**config.mk**
```make
export PLATFORM = sky130hd
export DESIGN_NAME = matrix_multiply_transposed_b
export DESIGN_NICKNAME = d
export VERILOG_FILES = /design/src/sv/mmtb_pkg.sv /design/src/sv/matrix_multiply_transposed_b.sv /design/src/sv/mmtb_ram.sv /design/src/sv/mmtb_ctrl.sv /design/src/sv/mmtb_dp.sv
export VERILOG_INCLUDE_DIRS = /design/src /design/src/sv
export SDC_FILE = /design/constraint.sdc
export NUM_CORES = 2
export LEC_CHECK = 0
export ABC_AREA = 1
export BUFFER_PORTS_ARGS = -buffer_cell sky130_fd_sc_hd__buf_2
export CAP_MARGIN = 20
export CORE_ASPECT_RATIO = 0.9
export CORE_MARGIN = 2
export CORE_UTILIZATION = 64
export DETAILED_ROUTE_END_ITERATION = 12
export PLACE_DENSITY = 0.81
export SYNTH_ARGS = -nofsm -noshare
export SYNTH_HDL_FRONTEND = slang
export SYNTH_SLANG_ARGS = --single-unit
```
**constraint.sdc**
```tcl
create_clock -name clk -period 7.7 [get_ports clk]
set_clock_uncertainty 0.1 [all_clocks]
set_input_delay 2.31 -clock clk [delete_from_list [all_inputs] [get_ports clk]]
set_output_delay 2.31 -clock clk [all_outputs]
set_load 0.01 [all_outputs]
```
**src/sv/matrix_multiply_transposed_b_macros.svh**
```systemverilog
// ----------------------------------------------------------------------------
// Assertion macros for the matrix multiply block
// Shared property forms for the assertions that close the block's modules.
// ----------------------------------------------------------------------------
`ifndef MATRIX_MULTIPLY_TRANSPOSED_B_MACROS_SVH
`define MATRIX_MULTIPLY_TRANSPOSED_B_MACROS_SVH

// The consequent must hold in the same cycle as the antecedent.
`define MMTB_ASSERT_SAME(label, ante, cons, msg) \
	label: assert property (@(posedge clk) disable iff (!arst_n) (ante) |-> (cons)) \
		else $error(msg);

// The consequent must hold in the cycle after the antecedent.
`define MMTB_ASSERT_NEXT(label, ante, cons, msg) \
	label: assert property (@(posedge clk) disable iff (!arst_n) (ante) |=> (cons)) \
		else $error(msg);

`endif

```
**src/sv/mmtb_pkg.sv**
```systemverilog
// ----------------------------------------------------------------------------
// mmtb_pkg
// Types and fixed constants shared by the matrix multiply modules.
// ----------------------------------------------------------------------------
package mmtb_pkg;

	// Field widths fixed by the stream and register formats.
	localparam int IDX_W   = 3;
	localparam int DIM_W   = 4;
	localparam int SUM_W   = 40;
	localparam int FUNC_W  = 2;
	localparam int OUT_W   = 48;
	localparam int PADDR_W = 4;
	localparam int PDATA_W = 32;

	// Dimension registers come out of reset at eight.
	localparam logic [DIM_W-1:0] DIM_RESET = 4'd8;

	// Function codes carried in the input tuser.
	localparam logic [FUNC_W-1:0] FUNC_LOAD_A  = 2'd0;
	localparam logic [FUNC_W-1:0] FUNC_LOAD_BT = 2'd1;
	localparam logic [FUNC_W-1:0] FUNC_COMPUTE = 2'd2;

	// Register indexes (byte address divided by four).
	localparam logic [1:0] REG_ROWS_A    = 2'd0;
	localparam logic [1:0] REG_INNER_DIM = 2'd1;
	localparam logic [1:0] REG_COLS_B    = 2'd2;

	typedef enum logic [1:0] {
		ST_IDLE,
		ST_ISSUE,
		ST_WAIT
	} state_t;

	// Commands from the controller to the datapath.
	typedef struct packed {
		logic             load_a;
		logic             load_bt;
		logic             issue;
		logic             first;
		logic             last_term;
		logic [DIM_W-1:0] row;
		logic [DIM_W-1:0] col;
		logic [DIM_W-1:0] t;
		logic             last_item;
	} cmd_t;

	// Status from the datapath to the controller.
	typedef struct packed {
		logic res_moved;
	} sts_t;

endpackage

```
**src/sv/matrix_multiply_transposed_b.sv**
```systemverilog
// ----------------------------------------------------------------------------
// matrix_multiply_transposed_b
// Dense matrix multiply C = A * B with B loaded in transposed form.
// ----------------------------------------------------------------------------
// A load word (A or B-transposed element) is taken while the sequencer is
// idle. A compute word emits rows_a * cols_b result words in row-major
// order, the final one marked by tlast. Each result is built one multiply-
// accumulate per cycle through the store read, the product register and the
// accumulator; the pipeline then drains and hands the sum to the output
// register. No word is taken until the run's last sum has reached the
// output register, and a stalled output holds the sequencer in its wait
// state. Stores are not cleared; reading an element never loaded gives an
// undefined result.
// ----------------------------------------------------------------------------
module matrix_multiply_transposed_b #(
	parameter int MAX_DIM    = 8,
	parameter int DATA_WIDTH = 24,
	parameter int FRAC_BITS  = 16
) (
	input  logic                                            clk,
	input  logic                                            arst_n,
	// s_tdata: row_index, col_index, element, zero pad
	input  logic [((2*mmtb_pkg::IDX_W+DATA_WIDTH+7)/8)*8-1:0] s_tdata,
	// s_tuser: func
	input  logic [mmtb_pkg::FUNC_W-1:0]                     s_tuser,
	input  logic                                            s_tvalid,
	output logic                                            s_tready,
	// m_tdata: out_row, out_col, product_sum, zero pad
	output logic [mmtb_pkg::OUT_W-1:0]                      m_tdata,
	output logic                                            m_tlast,
	output logic                                            m_tvalid,
	input  logic                                            m_tready,
	input  logic                                            psel,
	input  logic                                            penable,
	input  logic                                            pwrite,
	input  logic [mmtb_pkg::PADDR_W-1:0]                    paddr,
	input  logic [mmtb_pkg::PDATA_W-1:0]                    pwdata,
	output logic [mmtb_pkg::PDATA_W-1:0]                    prdata,
	output logic                                            pready
);

	logic [mmtb_pkg::DIM_W-1:0]  rows_a_q, inner_dim_q, cols_b_q;
	logic                        cfg_wr;
	logic [1:0]                  cfg_idx;
	mmtb_pkg::cmd_t              cmd;
	mmtb_pkg::sts_t              sts;
	logic [mmtb_pkg::IDX_W-1:0]  ld_row, ld_col, out_row, out_col;
	logic [DATA_WIDTH-1:0]       ld_data;
	logic [mmtb_pkg::SUM_W-1:0]  out_sum;

	// Configuration registers.
	assign pready  = 1'b1;
	assign cfg_wr  = psel && penable && pwrite && pready;
	assign cfg_idx = paddr[3:2];

	always_ff @(posedge clk or negedge arst_n) begin
		if (!arst_n) begin
			rows_a_q    <= mmtb_pkg::DIM_RESET;
			inner_dim_q <= mmtb_pkg::DIM_RESET;
			cols_b_q    <= mmtb_pkg::DIM_RESET;
		end else if (cfg_wr) begin
			case (cfg_idx)
				mmtb_pkg::REG_ROWS_A:    rows_a_q    <= pwdata[mmtb_pkg::DIM_W-1:0];
				mmtb_pkg::REG_INNER_DIM: inner_dim_q <= pwdata[mmtb_pkg::DIM_W-1:0];
				mmtb_pkg::REG_COLS_B:    cols_b_q    <= pwdata[mmtb_pkg::DIM_W-1:0];
				default: begin
				end
			endcase
		end
	end

	// Register read back.
	always_comb begin
		case (cfg_idx)
			mmtb_pkg::REG_ROWS_A:    prdata = mmtb_pkg::PDATA_W'(rows_a_q);
			mmtb_pkg::REG_INNER_DIM: prdata = mmtb_pkg::PDATA_W'(inner_dim_q);
			mmtb_pkg::REG_COLS_B:    prdata = mmtb_pkg::PDATA_W'(cols_b_q);
			default:                 prdata = '0;
		endcase
	end

	// Input word fields.
	assign ld_row  = s_tdata[mmtb_pkg::IDX_W-1:0];
	assign ld_col  = s_tdata[2*mmtb_pkg::IDX_W-1:mmtb_pkg::IDX_W];
	assign ld_data = s_tdata[2*mmtb_pkg::IDX_W +: DATA_WIDTH];

	mmtb_ctrl #(.MAX_DIM(MAX_DIM)) u_ctrl (
		.clk       (clk),
		.arst_n    (arst_n),
		.in_valid  (s_tvalid),
		.in_ready  (s_tready),
		.in_func   (s_tuser),
		.rows_a    (rows_a_q),
		.inner_dim (inner_dim_q),
		.cols_b    (cols_b_q),
		.cmd       (cmd),
		.sts       (sts)
	);

	mmtb_dp #(
		.MAX_DIM    (MAX_DIM),
		.DATA_WIDTH (DATA_WIDTH),
		.FRAC_BITS  (FRAC_BITS)
	) u_dp (
		.clk       (clk),
		.arst_n    (arst_n),
		.cmd       (cmd),
		.sts       (sts),
		.ld_row    (ld_row),
		.ld_col    (ld_col),
		.ld_data   (ld_data),
		.out_valid (m_tvalid),
		.out_ready (m_tready),
		.out_row   (out_row),
		.out_col   (out_col),
		.out_sum   (out_sum),
		.out_last  (m_tlast)
	);

	// Output word packing.
	assign m_tdata = {
		{(mmtb_pkg::OUT_W - 2*mmtb_pkg::IDX_W - mmtb_pkg::SUM_W){1'b0}},
		out_sum, out_col, out_row
	};

endmodule

```
**src/sv/mmtb_ram.sv**
```systemverilog
// ----------------------------------------------------------------------------
// mmtb_ram
// Simple dual-port RAM: one write port, one read port with registered data.
// ----------------------------------------------------------------------------
module mmtb_ram #(
	parameter int WIDTH = 24,
	parameter int DEPTH = 64
) (
	input  logic                     clk,
	input  logic                     we,
	input  logic [$clog2(DEPTH)-1:0] waddr,
	input  logic [WIDTH-1:0]         wdata,
	input  logic                     re,
	input  logic [$clog2(DEPTH)-1:0] raddr,
	output logic [WIDTH-1:0]         rdata
);

	logic [WIDTH-1:0] mem_q [DEPTH];
	logic [WIDTH-1:0] rdata_q;

	// Write and registered read.
	always_ff @(posedge clk) begin
		if (we) begin
			mem_q[waddr] <= wdata;
		end
		if (re) begin
			rdata_q <= mem_q[raddr];
		end
	end

	assign rdata = rdata_q;

endmodule

```
**src/sv/mmtb_ctrl.sv**
```systemverilog
// ----------------------------------------------------------------------------
// mmtb_ctrl
// Sequencer that accepts words and walks the output positions and the inner
// dimension of a compute run.
// ----------------------------------------------------------------------------
`include "matrix_multiply_transposed_b_macros.svh"

module mmtb_ctrl #(
	parameter int MAX_DIM = 8
) (
	input  logic                         clk,
	input  logic                         arst_n,
	input  logic                         in_valid,
	output logic                         in_ready,
	input  logic [mmtb_pkg::FUNC_W-1:0]  in_func,
	input  logic [mmtb_pkg::DIM_W-1:0]   rows_a,
	input  logic [mmtb_pkg::DIM_W-1:0]   inner_dim,
	input  logic [mmtb_pkg::DIM_W-1:0]   cols_b,
	output mmtb_pkg::cmd_t               cmd,
	input  mmtb_pkg::sts_t               sts
);

	mmtb_pkg::state_t              state_q, state_d;
	logic [mmtb_pkg::DIM_W-1:0]    r_q, r_d, c_q, c_d, t_q, t_d;
	logic [mmtb_pkg::DIM_W-1:0]    m_q, m_d, n_q, n_d, k_q, k_d;
	logic [mmtb_pkg::DIM_W-1:0]    m_clamp, n_clamp, k_clamp;

	// Dimension register values are used saturated to the range one to MAX_DIM.
	function automatic logic [mmtb_pkg::DIM_W-1:0] clamp_dim(
		input logic [mmtb_pkg::DIM_W-1:0] d
	);
		logic [mmtb_pkg::DIM_W-1:0] res;
		if (d == '0) begin
			res = mmtb_pkg::DIM_W'(1);
		end else if (int'(d) > MAX_DIM) begin
			res = mmtb_pkg::DIM_W'(MAX_DIM);
		end else begin
			res = d;
		end
		return res;
	endfunction

	assign m_clamp = clamp_dim(rows_a);
	assign n_clamp = clamp_dim(inner_dim);
	assign k_clamp = clamp_dim(cols_b);

	// State and counter registers.
	always_ff @(posedge clk or negedge arst_n) begin
		if (!arst_n) begin
			state_q <= mmtb_pkg::ST_IDLE;
			r_q     <= '0;
			c_q     <= '0;
			t_q     <= '0;
			m_q     <= mmtb_pkg::DIM_W'(1);
			n_q     <= mmtb_pkg::DIM_W'(1);
			k_q     <= mmtb_pkg::DIM_W'(1);
		end else begin
			state_q <= state_d;
			r_q     <= r_d;
			c_q     <= c_d;
			t_q     <= t_d;
			m_q     <= m_d;
			n_q     <= n_d;
			k_q     <= k_d;
		end
	end

	// Next state and commands.
	always_comb begin
		state_d       = state_q;
		r_d           = r_q;
		c_d           = c_q;
		t_d           = t_q;
		m_d           = m_q;
		n_d           = n_q;
		k_d           = k_q;
		in_ready      = 1'b0;
		cmd           = '0;
		cmd.row       = r_q;
		cmd.col       = c_q;
		cmd.t         = t_q;
		cmd.last_item = (r_q == m_q - 1'b1) && (c_q == k_q - 1'b1);
		case (state_q)
			mmtb_pkg::ST_IDLE: begin
				in_ready = 1'b1;
				if (in_valid) begin
					case (in_func)
						mmtb_pkg::FUNC_LOAD_A: begin
							cmd.load_a = 1'b1;
						end
						mmtb_pkg::FUNC_LOAD_BT: begin
							cmd.load_bt = 1'b1;
						end
						mmtb_pkg::FUNC_COMPUTE: begin
							m_d     = m_clamp;
							n_d     = n_clamp;
							k_d     = k_clamp;
							r_d     = '0;
							c_d     = '0;
							t_d     = '0;
							state_d = mmtb_pkg::ST_ISSUE;
						end
						default: begin
							// Unused code: the word is dropped.
						end
					endcase
				end
			end
			mmtb_pkg::ST_ISSUE: begin
				cmd.issue     = 1'b1;
				cmd.first     = (t_q == '0);
				cmd.last_term = (t_q == n_q - 1'b1);
				if (t_q == n_q - 1'b1) begin
					t_d     = '0;
					state_d = mmtb_pkg::ST_WAIT;
				end else begin
					t_d = t_q + 1'b1;
				end
			end
			mmtb_pkg::ST_WAIT: begin
				// Move on once the finished sum has gone to the output register.
				if (sts.res_moved) begin
					state_d = mmtb_pkg::ST_ISSUE;
					if (c_q == k_q - 1'b1) begin
						c_d = '0;
						if (r_q == m_q - 1'b1) begin
							r_d     = '0;
							state_d = mmtb_pkg::ST_IDLE;
						end else begin
							r_d = r_q + 1'b1;
						end
					end else begin
						c_d = c_q + 1'b1;
					end
				end
			end
			default: begin
				state_d = mmtb_pkg::ST_IDLE;
			end
		endcase
	end

	`MMTB_ASSERT_SAME(a_term_in_range, state_q == mmtb_pkg::ST_ISSUE, t_q < n_q, "inner index out of range")
	`MMTB_ASSERT_SAME(a_pos_in_range, state_q != mmtb_pkg::ST_IDLE, (r_q < m_q) && (c_q < k_q), "output position out of range")
	`MMTB_ASSERT_SAME(a_move_in_wait, sts.res_moved, state_q == mmtb_pkg::ST_WAIT, "result moved outside the wait state")

endmodule

```
**src/sv/mmtb_dp.sv**
```systemverilog
// ----------------------------------------------------------------------------
// mmtb_dp
// Element stores, multiply-accumulate pipeline and output register.
// ----------------------------------------------------------------------------
`include "matrix_multiply_transposed_b_macros.svh"

module mmtb_dp #(
	parameter int MAX_DIM    = 8,
	parameter int DATA_WIDTH = 24,
	parameter int FRAC_BITS  = 16
) (
	input  logic                        clk,
	input  logic                        arst_n,
	input  mmtb_pkg::cmd_t              cmd,
	output mmtb_pkg::sts_t              sts,
	input  logic [mmtb_pkg::IDX_W-1:0]  ld_row,
	input  logic [mmtb_pkg::IDX_W-1:0]  ld_col,
	input  logic [DATA_WIDTH-1:0]       ld_data,
	output logic                        out_valid,
	input  logic                        out_ready,
	output logic [mmtb_pkg::IDX_W-1:0]  out_row,
	output logic [mmtb_pkg::IDX_W-1:0]  out_col,
	output logic [mmtb_pkg::SUM_W-1:0]  out_sum,
	output logic                        out_last
);

	localparam int DEPTH  = MAX_DIM * MAX_DIM;
	localparam int AW     = $clog2(DEPTH);
	localparam int PROD_W = 2 * DATA_WIDTH;
	// Sums wrap at 64 bits; below that the accumulator never overflows.
	localparam int ACC_W  = (PROD_W + $clog2(MAX_DIM) + 1 > 64) ? 64 :
		PROD_W + $clog2(MAX_DIM) + 1;
	localparam int EXT_W  = ACC_W + FRAC_BITS + mmtb_pkg::SUM_W;

	logic                         ld_ok;
	logic [AW-1:0]                waddr, a_raddr, b_raddr;
	logic [DATA_WIDTH-1:0]        a_rd, b_rd;
	logic                         vld_s1, first_s1, lastt_s1;
	logic                         vld_s2, first_s2, lastt_s2;
	logic signed [PROD_W-1:0]     prod_s2;
	logic signed [ACC_W-1:0]      acc_q;
	logic                         acc_full_q;
	logic signed [EXT_W-1:0]      acc_ext;
	logic                         move;
	logic                         out_valid_q, out_last_q;
	logic [mmtb_pkg::IDX_W-1:0]   out_row_q, out_col_q;
	logic [mmtb_pkg::SUM_W-1:0]   out_sum_q;

	// Load addresses; indexes past the store are dropped.
	assign ld_ok   = (int'(ld_row) < MAX_DIM) && (int'(ld_col) < MAX_DIM);
	assign waddr   = AW'(int'(ld_row) * MAX_DIM + int'(ld_col));
	assign a_raddr = AW'(int'(cmd.row) * MAX_DIM + int'(cmd.t));
	assign b_raddr = AW'(int'(cmd.col) * MAX_DIM + int'(cmd.t));

	mmtb_ram #(.WIDTH(DATA_WIDTH), .DEPTH(DEPTH)) u_a_store (
		.clk   (clk),
		.we    (cmd.load_a && ld_ok),
		.waddr (waddr),
		.wdata (ld_data),
		.re    (cmd.issue),
		.raddr (a_raddr),
		.rdata (a_rd)
	);

	mmtb_ram #(.WIDTH(DATA_WIDTH), .DEPTH(DEPTH)) u_bt_store (
		.clk   (clk),
		.we    (cmd.load_bt && ld_ok),
		.waddr (waddr),
		.wdata (ld_data),
		.re    (cmd.issue),
		.raddr (b_raddr),
		.rdata (b_rd)
	);

	// Control tags travel alongside the read data and the product.
	always_ff @(posedge clk or negedge arst_n) begin
		if (!arst_n) begin
			vld_s1   <= 1'b0;
			first_s1 <= 1'b0;
			lastt_s1 <= 1'b0;
			vld_s2   <= 1'b0;
			first_s2 <= 1'b0;
			lastt_s2 <= 1'b0;
		end else begin
			vld_s1   <= cmd.issue;
			first_s1 <= cmd.first;
			lastt_s1 <= cmd.last_term;
			vld_s2   <= vld_s1;
			first_s2 <= first_s1;
			lastt_s2 <= lastt_s1;
		end
	end

	// Product register.
	always_ff @(posedge clk) begin
		if (vld_s1) begin
			prod_s2 <= $signed(a_rd) * $signed(b_rd);
		end
	end

	// Accumulator; the first term of a dot product replaces the old sum.
	always_ff @(posedge clk) begin
		if (vld_s2) begin
			if (first_s2) begin
				acc_q <= ACC_W'(prod_s2);
			end else begin
				acc_q <= acc_q + ACC_W'(prod_s2);
			end
		end
	end

	assign move = acc_full_q && (!out_valid_q || out_ready);

	// Finished-sum flag and output word valid.
	always_ff @(posedge clk or negedge arst_n) begin
		if (!arst_n) begin
			acc_full_q  <= 1'b0;
			out_valid_q <= 1'b0;
		end else begin
			if (vld_s2 && lastt_s2) begin
				acc_full_q <= 1'b1;
			end else if (move) begin
				acc_full_q <= 1'b0;
			end
			if (move) begin
				out_valid_q <= 1'b1;
			end else if (out_ready) begin
				out_valid_q <= 1'b0;
			end
		end
	end

	// Arithmetic shift right by FRAC_BITS, keeping the low result bits.
	assign acc_ext = EXT_W'(acc_q);

	// Output payload; the controller holds the position while it waits.
	always_ff @(posedge clk) begin
		if (move) begin
			out_row_q  <= cmd.row[mmtb_pkg::IDX_W-1:0];
			out_col_q  <= cmd.col[mmtb_pkg::IDX_W-1:0];
			out_last_q <= cmd.last_item;
			out_sum_q  <= acc_ext[FRAC_BITS +: mmtb_pkg::SUM_W];
		end
	end

	assign sts.res_moved = move;
	assign out_valid     = out_valid_q;
	assign out_row       = out_row_q;
	assign out_col       = out_col_q;
	assign out_sum       = out_sum_q;
	assign out_last      = out_last_q;

	`MMTB_ASSERT_SAME(a_no_overrun, vld_s2, !acc_full_q, "new term reached a finished sum")
	`MMTB_ASSERT_NEXT(a_move_shows, move, out_valid_q && !acc_full_q, "moved sum not shown")
	`MMTB_ASSERT_NEXT(a_out_hold, out_valid_q && !out_ready, out_valid_q && $stable(out_sum_q), "stalled word changed")

endmodule

```
== Word level (Yosys, flattened, before mapping) ==
Memory sizes are Yosys's and may differ from the RTL's. A register that Yosys moved wholly into a read port is not among the register bits.
Index checks and enable logic that the tools add are counted.

* Memories: 2
* Bits in writable memories: 3072
* Logic and storage cells: 120
* Register bits: 189

{| class="wikitable"
|+ Memories
! name !! depth !! bits a word !! rd ports !! clocked after memory_dff !! write ports !! line !! source
|-
| u_dp.u_a_store.mem_q || 64 || 24 || 1 || 1 || 1 || mmtb_ram.sv:18 || <nowiki>logic [WIDTH-1:0] mem_q [DEPTH];</nowiki>
|-
| u_dp.u_bt_store.mem_q || 64 || 24 || 1 || 1 || 1 || mmtb_ram.sv:18 ||
|}

* Multiply operators: 1
* Order comparisons: 3
* Mux-type cells: 40
* Equal/unequal tests: 14
* Reductions and logical operators: 26
* Add/sub/neg operators: 10

{| class="wikitable"
|+ Operator list
! kind !! number
|-
| two-way mux 4 bit || 14
|-
| adder 52 x 48 -> 52 bit || 1
|-
| two-way mux 52 bit || 1
|-
| multiplier 24 x 24 -> 48 bit || 1
|-
| one-hot mux 4 bit (2 select lines) || 3
|-
| zero test 4 bit || 4
|-
| two-way mux 2 bit || 7
|-
| adder 4 x 1 -> 4 bit (second input constant) || 3
|-
| adder 6 x 4 -> 6 bit || 2
|-
| == test 4 bit || 3
|-
| greater-than comparator 4 bit (second input constant) || 3
|-
| two-way mux 1 bit || 12
|-
| one-hot mux 4 bit (3 select lines) || 1
|-
| subtractor 4 x 1 -> 4 bit (second input constant) || 3
|-
| AND reduction 4 bit || 2
|-
| nonzero test 2 bit || 4
|-
| adder 6 x 3 -> 6 bit || 1
|-
| == test 2 x 1 -> 1 bit (second input constant) || 3
|-
| == test 2 bit (second input constant) || 3
|-
| zero test 2 bit || 3
|-
| inequality test 2 bit (second input constant) || 3
|-
| one-hot mux 2 bit (3 select lines) || 1
|-
| AND reduction 2 bit || 3
|-
| AND reduction 3 bit || 2
|-
| other kinds (6) || 11
|}

== Longest topological paths before layout ==
* Depth after elaboration: 6
* Gate-level depth with buffers: 30

== Cells and area by module ==
A second synthesis with hierarchy kept.

* Cell total of the unflattened synthesis: 14923
* Area, all modules: 160545.2 um^2

{| class="wikitable"
|+ Modules (own cells, without submodules)
! module !! cells an instance !! times used !! area an instance (um^2) !! seq. area each (um^2)
|-
| mmtb_ram || 5230 || 2 || 62995.4 || 46844.9
|-
| mmtb_dp || 4118 || 1 || 32038.2 || 4494.3
|-
| mmtb_ctrl || 230 || 1 || 1641.6 || 654.4
|-
| matrix_multiply_transposed_b || 115 || 1 || 874.6 || 304.0
|}

== Worst setup path after synthesis ==
No wires, ideal clock.

* Path type: register to register
* Start point: register u_dp.u_a_store.rdata_q[23] (netlist: u_dp.u_a_store.rdata[23]) (read register of u_dp.u_a_store.mem_q)
* End point: register u_dp.prod_s2[41], data pin
* Data required time: 7.347 ns
* Path slack: 1.135 ns
* Arrival: 6.213 ns
* Library setup time: 0.253 ns
* Buffers on the path: 1
* Clock period less this slack: 6.565 ns
* Stages on the path, launching flop included: 23
* Cell sequence: edfxtp_1 clkbuf_1 nand2_1 inv_1 fa_1 inv_1 fa_1 inv_1 fa_1 inv_1 fa_1 fa_1 fa_1 fa_1 inv_1 ha_1 nand2_1 nor2_1 inv_1 nor4_1 nand3_1 nand4_1 nand2_1

* Cells in the longest elaborated chain, start to end: 1

{| class="wikitable"
|+ RTL lines
! element !! line !! source
|-
| from (decl) || mmtb_ram.sv:19 || <nowiki>logic [WIDTH-1:0] rdata_q;</nowiki>
|-
| multiplier 24 x 24 -> 48 bit || mmtb_dp.sv:97 || <nowiki>prod_s2 <= $signed(a_rd) * $signed(b_rd);</nowiki>
|-
| to (signal assigned) || mmtb_dp.sv:97 ||
|-
| to (decl) || mmtb_dp.sv:40 || <nowiki>logic signed [PROD_W-1:0] prod_s2;</nowiki>
|}

No other way between the ends.
A chain may end at the register's enable or synchronous reset.

== Worst setup path after layout ==
* Start point: register u_dp.u_bt_store.rdata_q[14] (netlist: u_dp.u_bt_store.rdata[14]) (read register of u_dp.u_bt_store.mem_q)
* End point: register u_dp.prod_s2[41], data pin

* Cells in the longest elaborated chain, start to end: 1

{| class="wikitable"
|+ RTL lines
! element !! line
|-
| from (decl) || mmtb_ram.sv:19
|-
| multiplier 24 x 24 -> 48 bit || mmtb_dp.sv:97
|}

No other way between the ends.

==> impl_metrics.py <==
metrics = {
    "clocking": {
        "post_cts_buffers": 0,
        "numCtsBuffers": 323,
        "clock_sinks": 3309,
        "clk_pin_slew_ps": 60,
        "htreeDepth": 5,
        "cts_tree": "done",
        "clockBufferDepth": 4,
        "clockRootBuffer": "clkbuf_16",
        "cts_resized": 0,
        "clk_latency_ps": 900,
        "holdBufCountCts": 0,
    },
    "route": {
        "avgRoutedWirePerCell_um": 25.7,
        "vias_per_cell": 6.48,
        "drt-total-wl_mm": 441,
        "dr.pass1.iters": 7,
        "drc": 0,
        "ant_nets": 0,
        "drt_iter0_drc": 17600,
        "vias": 111000,
    },
    "timing": {
        "fmax_mhz": 138,
        "relSlewSlack": 0.194,
        "period_share": 0.941,
        "rsz0062_at_grt": "false",
        "hold_viol_final": 0,
        "slew_violations": 0,
        "worstMarginPinSlew_ps": 1210,
        "setup_viol": 0,
        "tns_ps": 0,
        "fin_crit_ps": 7240,
    },
    "global_routing": {
        "grt_first_pass_wirelength_mm": 657,
        "grt_pass1_vias": 111000,
        "antenna_found_initial": 18,
        "grt_max_degree": 237,
        "overflow": 0,
        "grt_usage": 0.351,
    },
    "worst_setup_path": {
        "critical_path_required_ps": 8190,
        "path_cells": "nand2_1, inv_1, fa_1, fa_1, inv_1, fa_1, fa_1, fa_1, fa_1, fa_1, inv_1, ha_1, nand2_1, nor2_1, inv_1, nor4_1, nand3_1, nand4_1, nand2_1",
        "crit_top_cell": "fa_1",
        "cp_top_family": "adder cells",
        "worstSetupPathType": "reg -> reg",
        "endpoint_kind": "flop",
        "critPathSlowestCell": "edfxtp_1",
        "path_max_fanout": 24,
        "crit_buf_inv": 4,
        "start_kind": "flop",
        "crit_arrival_ps": 7730,
        "max_stage_delay_ps": 1080,
    },
    "final_layout": {
        "multi_input_area_um2": 49800,
        "design_area_um2": 171000,
        "seqCellArea_um2": 99200,
        "syn2layout_area_growth_pct": 8.88,
        "drive_above_1_share": 0.0719,
        "fin_cells": 17200,
        "fillers": 15900,
        "num-nets-final": 14500,
    },
    "logic_synthesis": {
        "yosysSeqAreaShare": 0.632,
        "yosysUniqueCellTypes": 45,
        "ys_warn_count": 0,
        "netlist_instances": 13800,
        "synth_area_per_cell_um2": 11.4,
        "synthesis.area_um2": 157000,
        "synth_seq_cells": 3309,
    },
    "die": {
        "initial_core_util": 0.643,
        "ios": 161,
        "die_area_um2": 249000,
        "fp.dieH_um": 474,
        "core_um2": 244000,
        "die_x_um": 526,
        "rows": 172,
    },
    "flow_run": {
        "cap_viol_max_count": 0,
    },
    "placement": {
        "portBuffers": 97,
        "dp_cells": 16600,
        "hpwl_mm": 260,
        "post_dp_cell_area_um2": 160000,
        "gp_congestion": 0.957,
    },
    "hold_path": {
        "hp-class": "reg -> reg",
    },
    "run_status": {
        "status": "finished clean",
    },
}
state kept, by name, summed over array words and instances, names as in the netlist, 3 cells and up:
name                   cells
u_dp.u_a_store.mem_q    1536
u_dp.u_bt_store.mem_q   1536
u_dp.acc_q                52
u_dp.prod_s2              48
u_dp.out_sum              36
u_dp.u_a_store.rdata      24
u_dp.u_bt_store.rdata     24
cols_b_q                   4
inner_dim_q                4
rows_a_q                   4
u_ctrl.c_q                 4
u_ctrl.k_q                 4
u_ctrl.m_q                 4
u_ctrl.n_q                 4
u_ctrl.r_q                 4
u_ctrl.t_q                 4
u_dp.out_col               3
u_dp.out_row               3
worst paths after layout:
kind | startpoint | endpoint | slack [ps] | depth (start not counted)
max in group asynchronous | arst_n | rows_a_q[3] | 5830 | 2
worst max register to register | u_dp.u_bt_store.rdata[14] | u_dp.prod_s2[41] | 460 | 19
worst min-delay path | u_dp.first_s1 | u_dp.first_s2 | 250 | 0
worst max-delay path | u_dp.u_bt_store.rdata[14] | u_dp.prod_s2[41] | 460 | 19
min in group asynchronous | arst_n | u_dp.acc_full_q | 1160 | 1
worst min register to register | u_dp.first_s1 | u_dp.first_s2 | 250 | 0
placed cells by master, fill, tap and decap left out, drive strengths merged, types with 41 or more instances in the layout:
cell type	instances
a21oi	115
edfxtp	3263
nor2	1906
fa	608
nand3	710
nor3	41
buf	362
nand2	2169
clkinv	143
ha	196
clkbuf	389
o21ai	1639
xor2	41
inv	1239
o22ai	776
metrics by stage:
step	setup WS [ps]	util	hold slack, ps
final	456	0.700	249
after global routing	172	0.700	274
after CTS	498	0.700	249
after detailed placement	485	0.658	235
after global placement	621	0.658	235
after floorplan	1130	-	231
layer usage:
metal	wire length (um)	global-route usage	vias to the layer above	share of wire
met5	39	0	-	0.000088
met1	152000	0.456	53700	0.34
li1	-	-	47200	-
met4	28700	0.207	6	0.065
met2	203000	0.551	8593	0.46
met3	57500	0.0730	1494	0.13
cell families after synthesis:
group / Yosys count / synth area share
buf+inv: 2050 / 0.0543
flops: 3309 / 0.632
simple gates: 4940 / 0.126
other cells: 2 / 0.0000479
compound gates: 2591 / 0.0898
fa+ha+maj: 804 / 0.0933
mux: 1 / 0.0000638
xor+xnor: 73 / 0.00408
final cells by class:
| class | instances | area share |
|---|---|---|
| sequential | 3309 | 0.581 |
| inverter | 1226 | 0.0273 |
| antenna | 14 | 0.000205 |
| timing repair buffer | 363 | 0.0167 |
| tap | 3219 | 0.0236 |
| clock inverter | 192 | 0.0101 |
| clock buffer | 388 | 0.0496 |
| multi-input combinational | 8440 | 0.292 |
synthesized netlist by cell type, drive strengths merged:
library cell / n / area share
and3: 3 / 0.00012
a21o: 9 / 0.00043
nor3: 41 / 0.0013
fa: 608 / 0.078
or2: 24 / 0.00096
mux2i: 1 / 0.000064
buf: 337 / 0.013
a21oi: 115 / 0.0037
nand3: 710 / 0.023
a31oi: 6 / 0.00024
dfrtp: 40 / 0.0064
a21boi: 3 / 0.00014
o2bb2ai: 1 / 0.000056
o221ai: 3 / 0.00017
o211ai: 18 / 0.00086
nand2: 2169 / 0.052
ha: 196 / 0.016
o21ai: 1639 / 0.052
nor4: 3 / 0.00012
nand4: 40 / 0.0016
edfxtp: 3263 / 0.62
xnor2: 32 / 0.0018
clkinv: 3 / 0.000080
dfstp: 6 / 0.0010
nand3b: 9 / 0.00043
o22ai: 776 / 0.031
inv: 1223 / 0.029
nor2: 1906 / 0.046
and2: 35 / 0.0014
o21a: 3 / 0.00014
xor2: 41 / 0.0023
conb: 2 / 0.000048
clkbuf: 487 / 0.012
o21bai: 18 / 0.00086
Power is not shown: default switching activity piles up to over one toggle a cycle in this logic, so the estimate is an artifact.
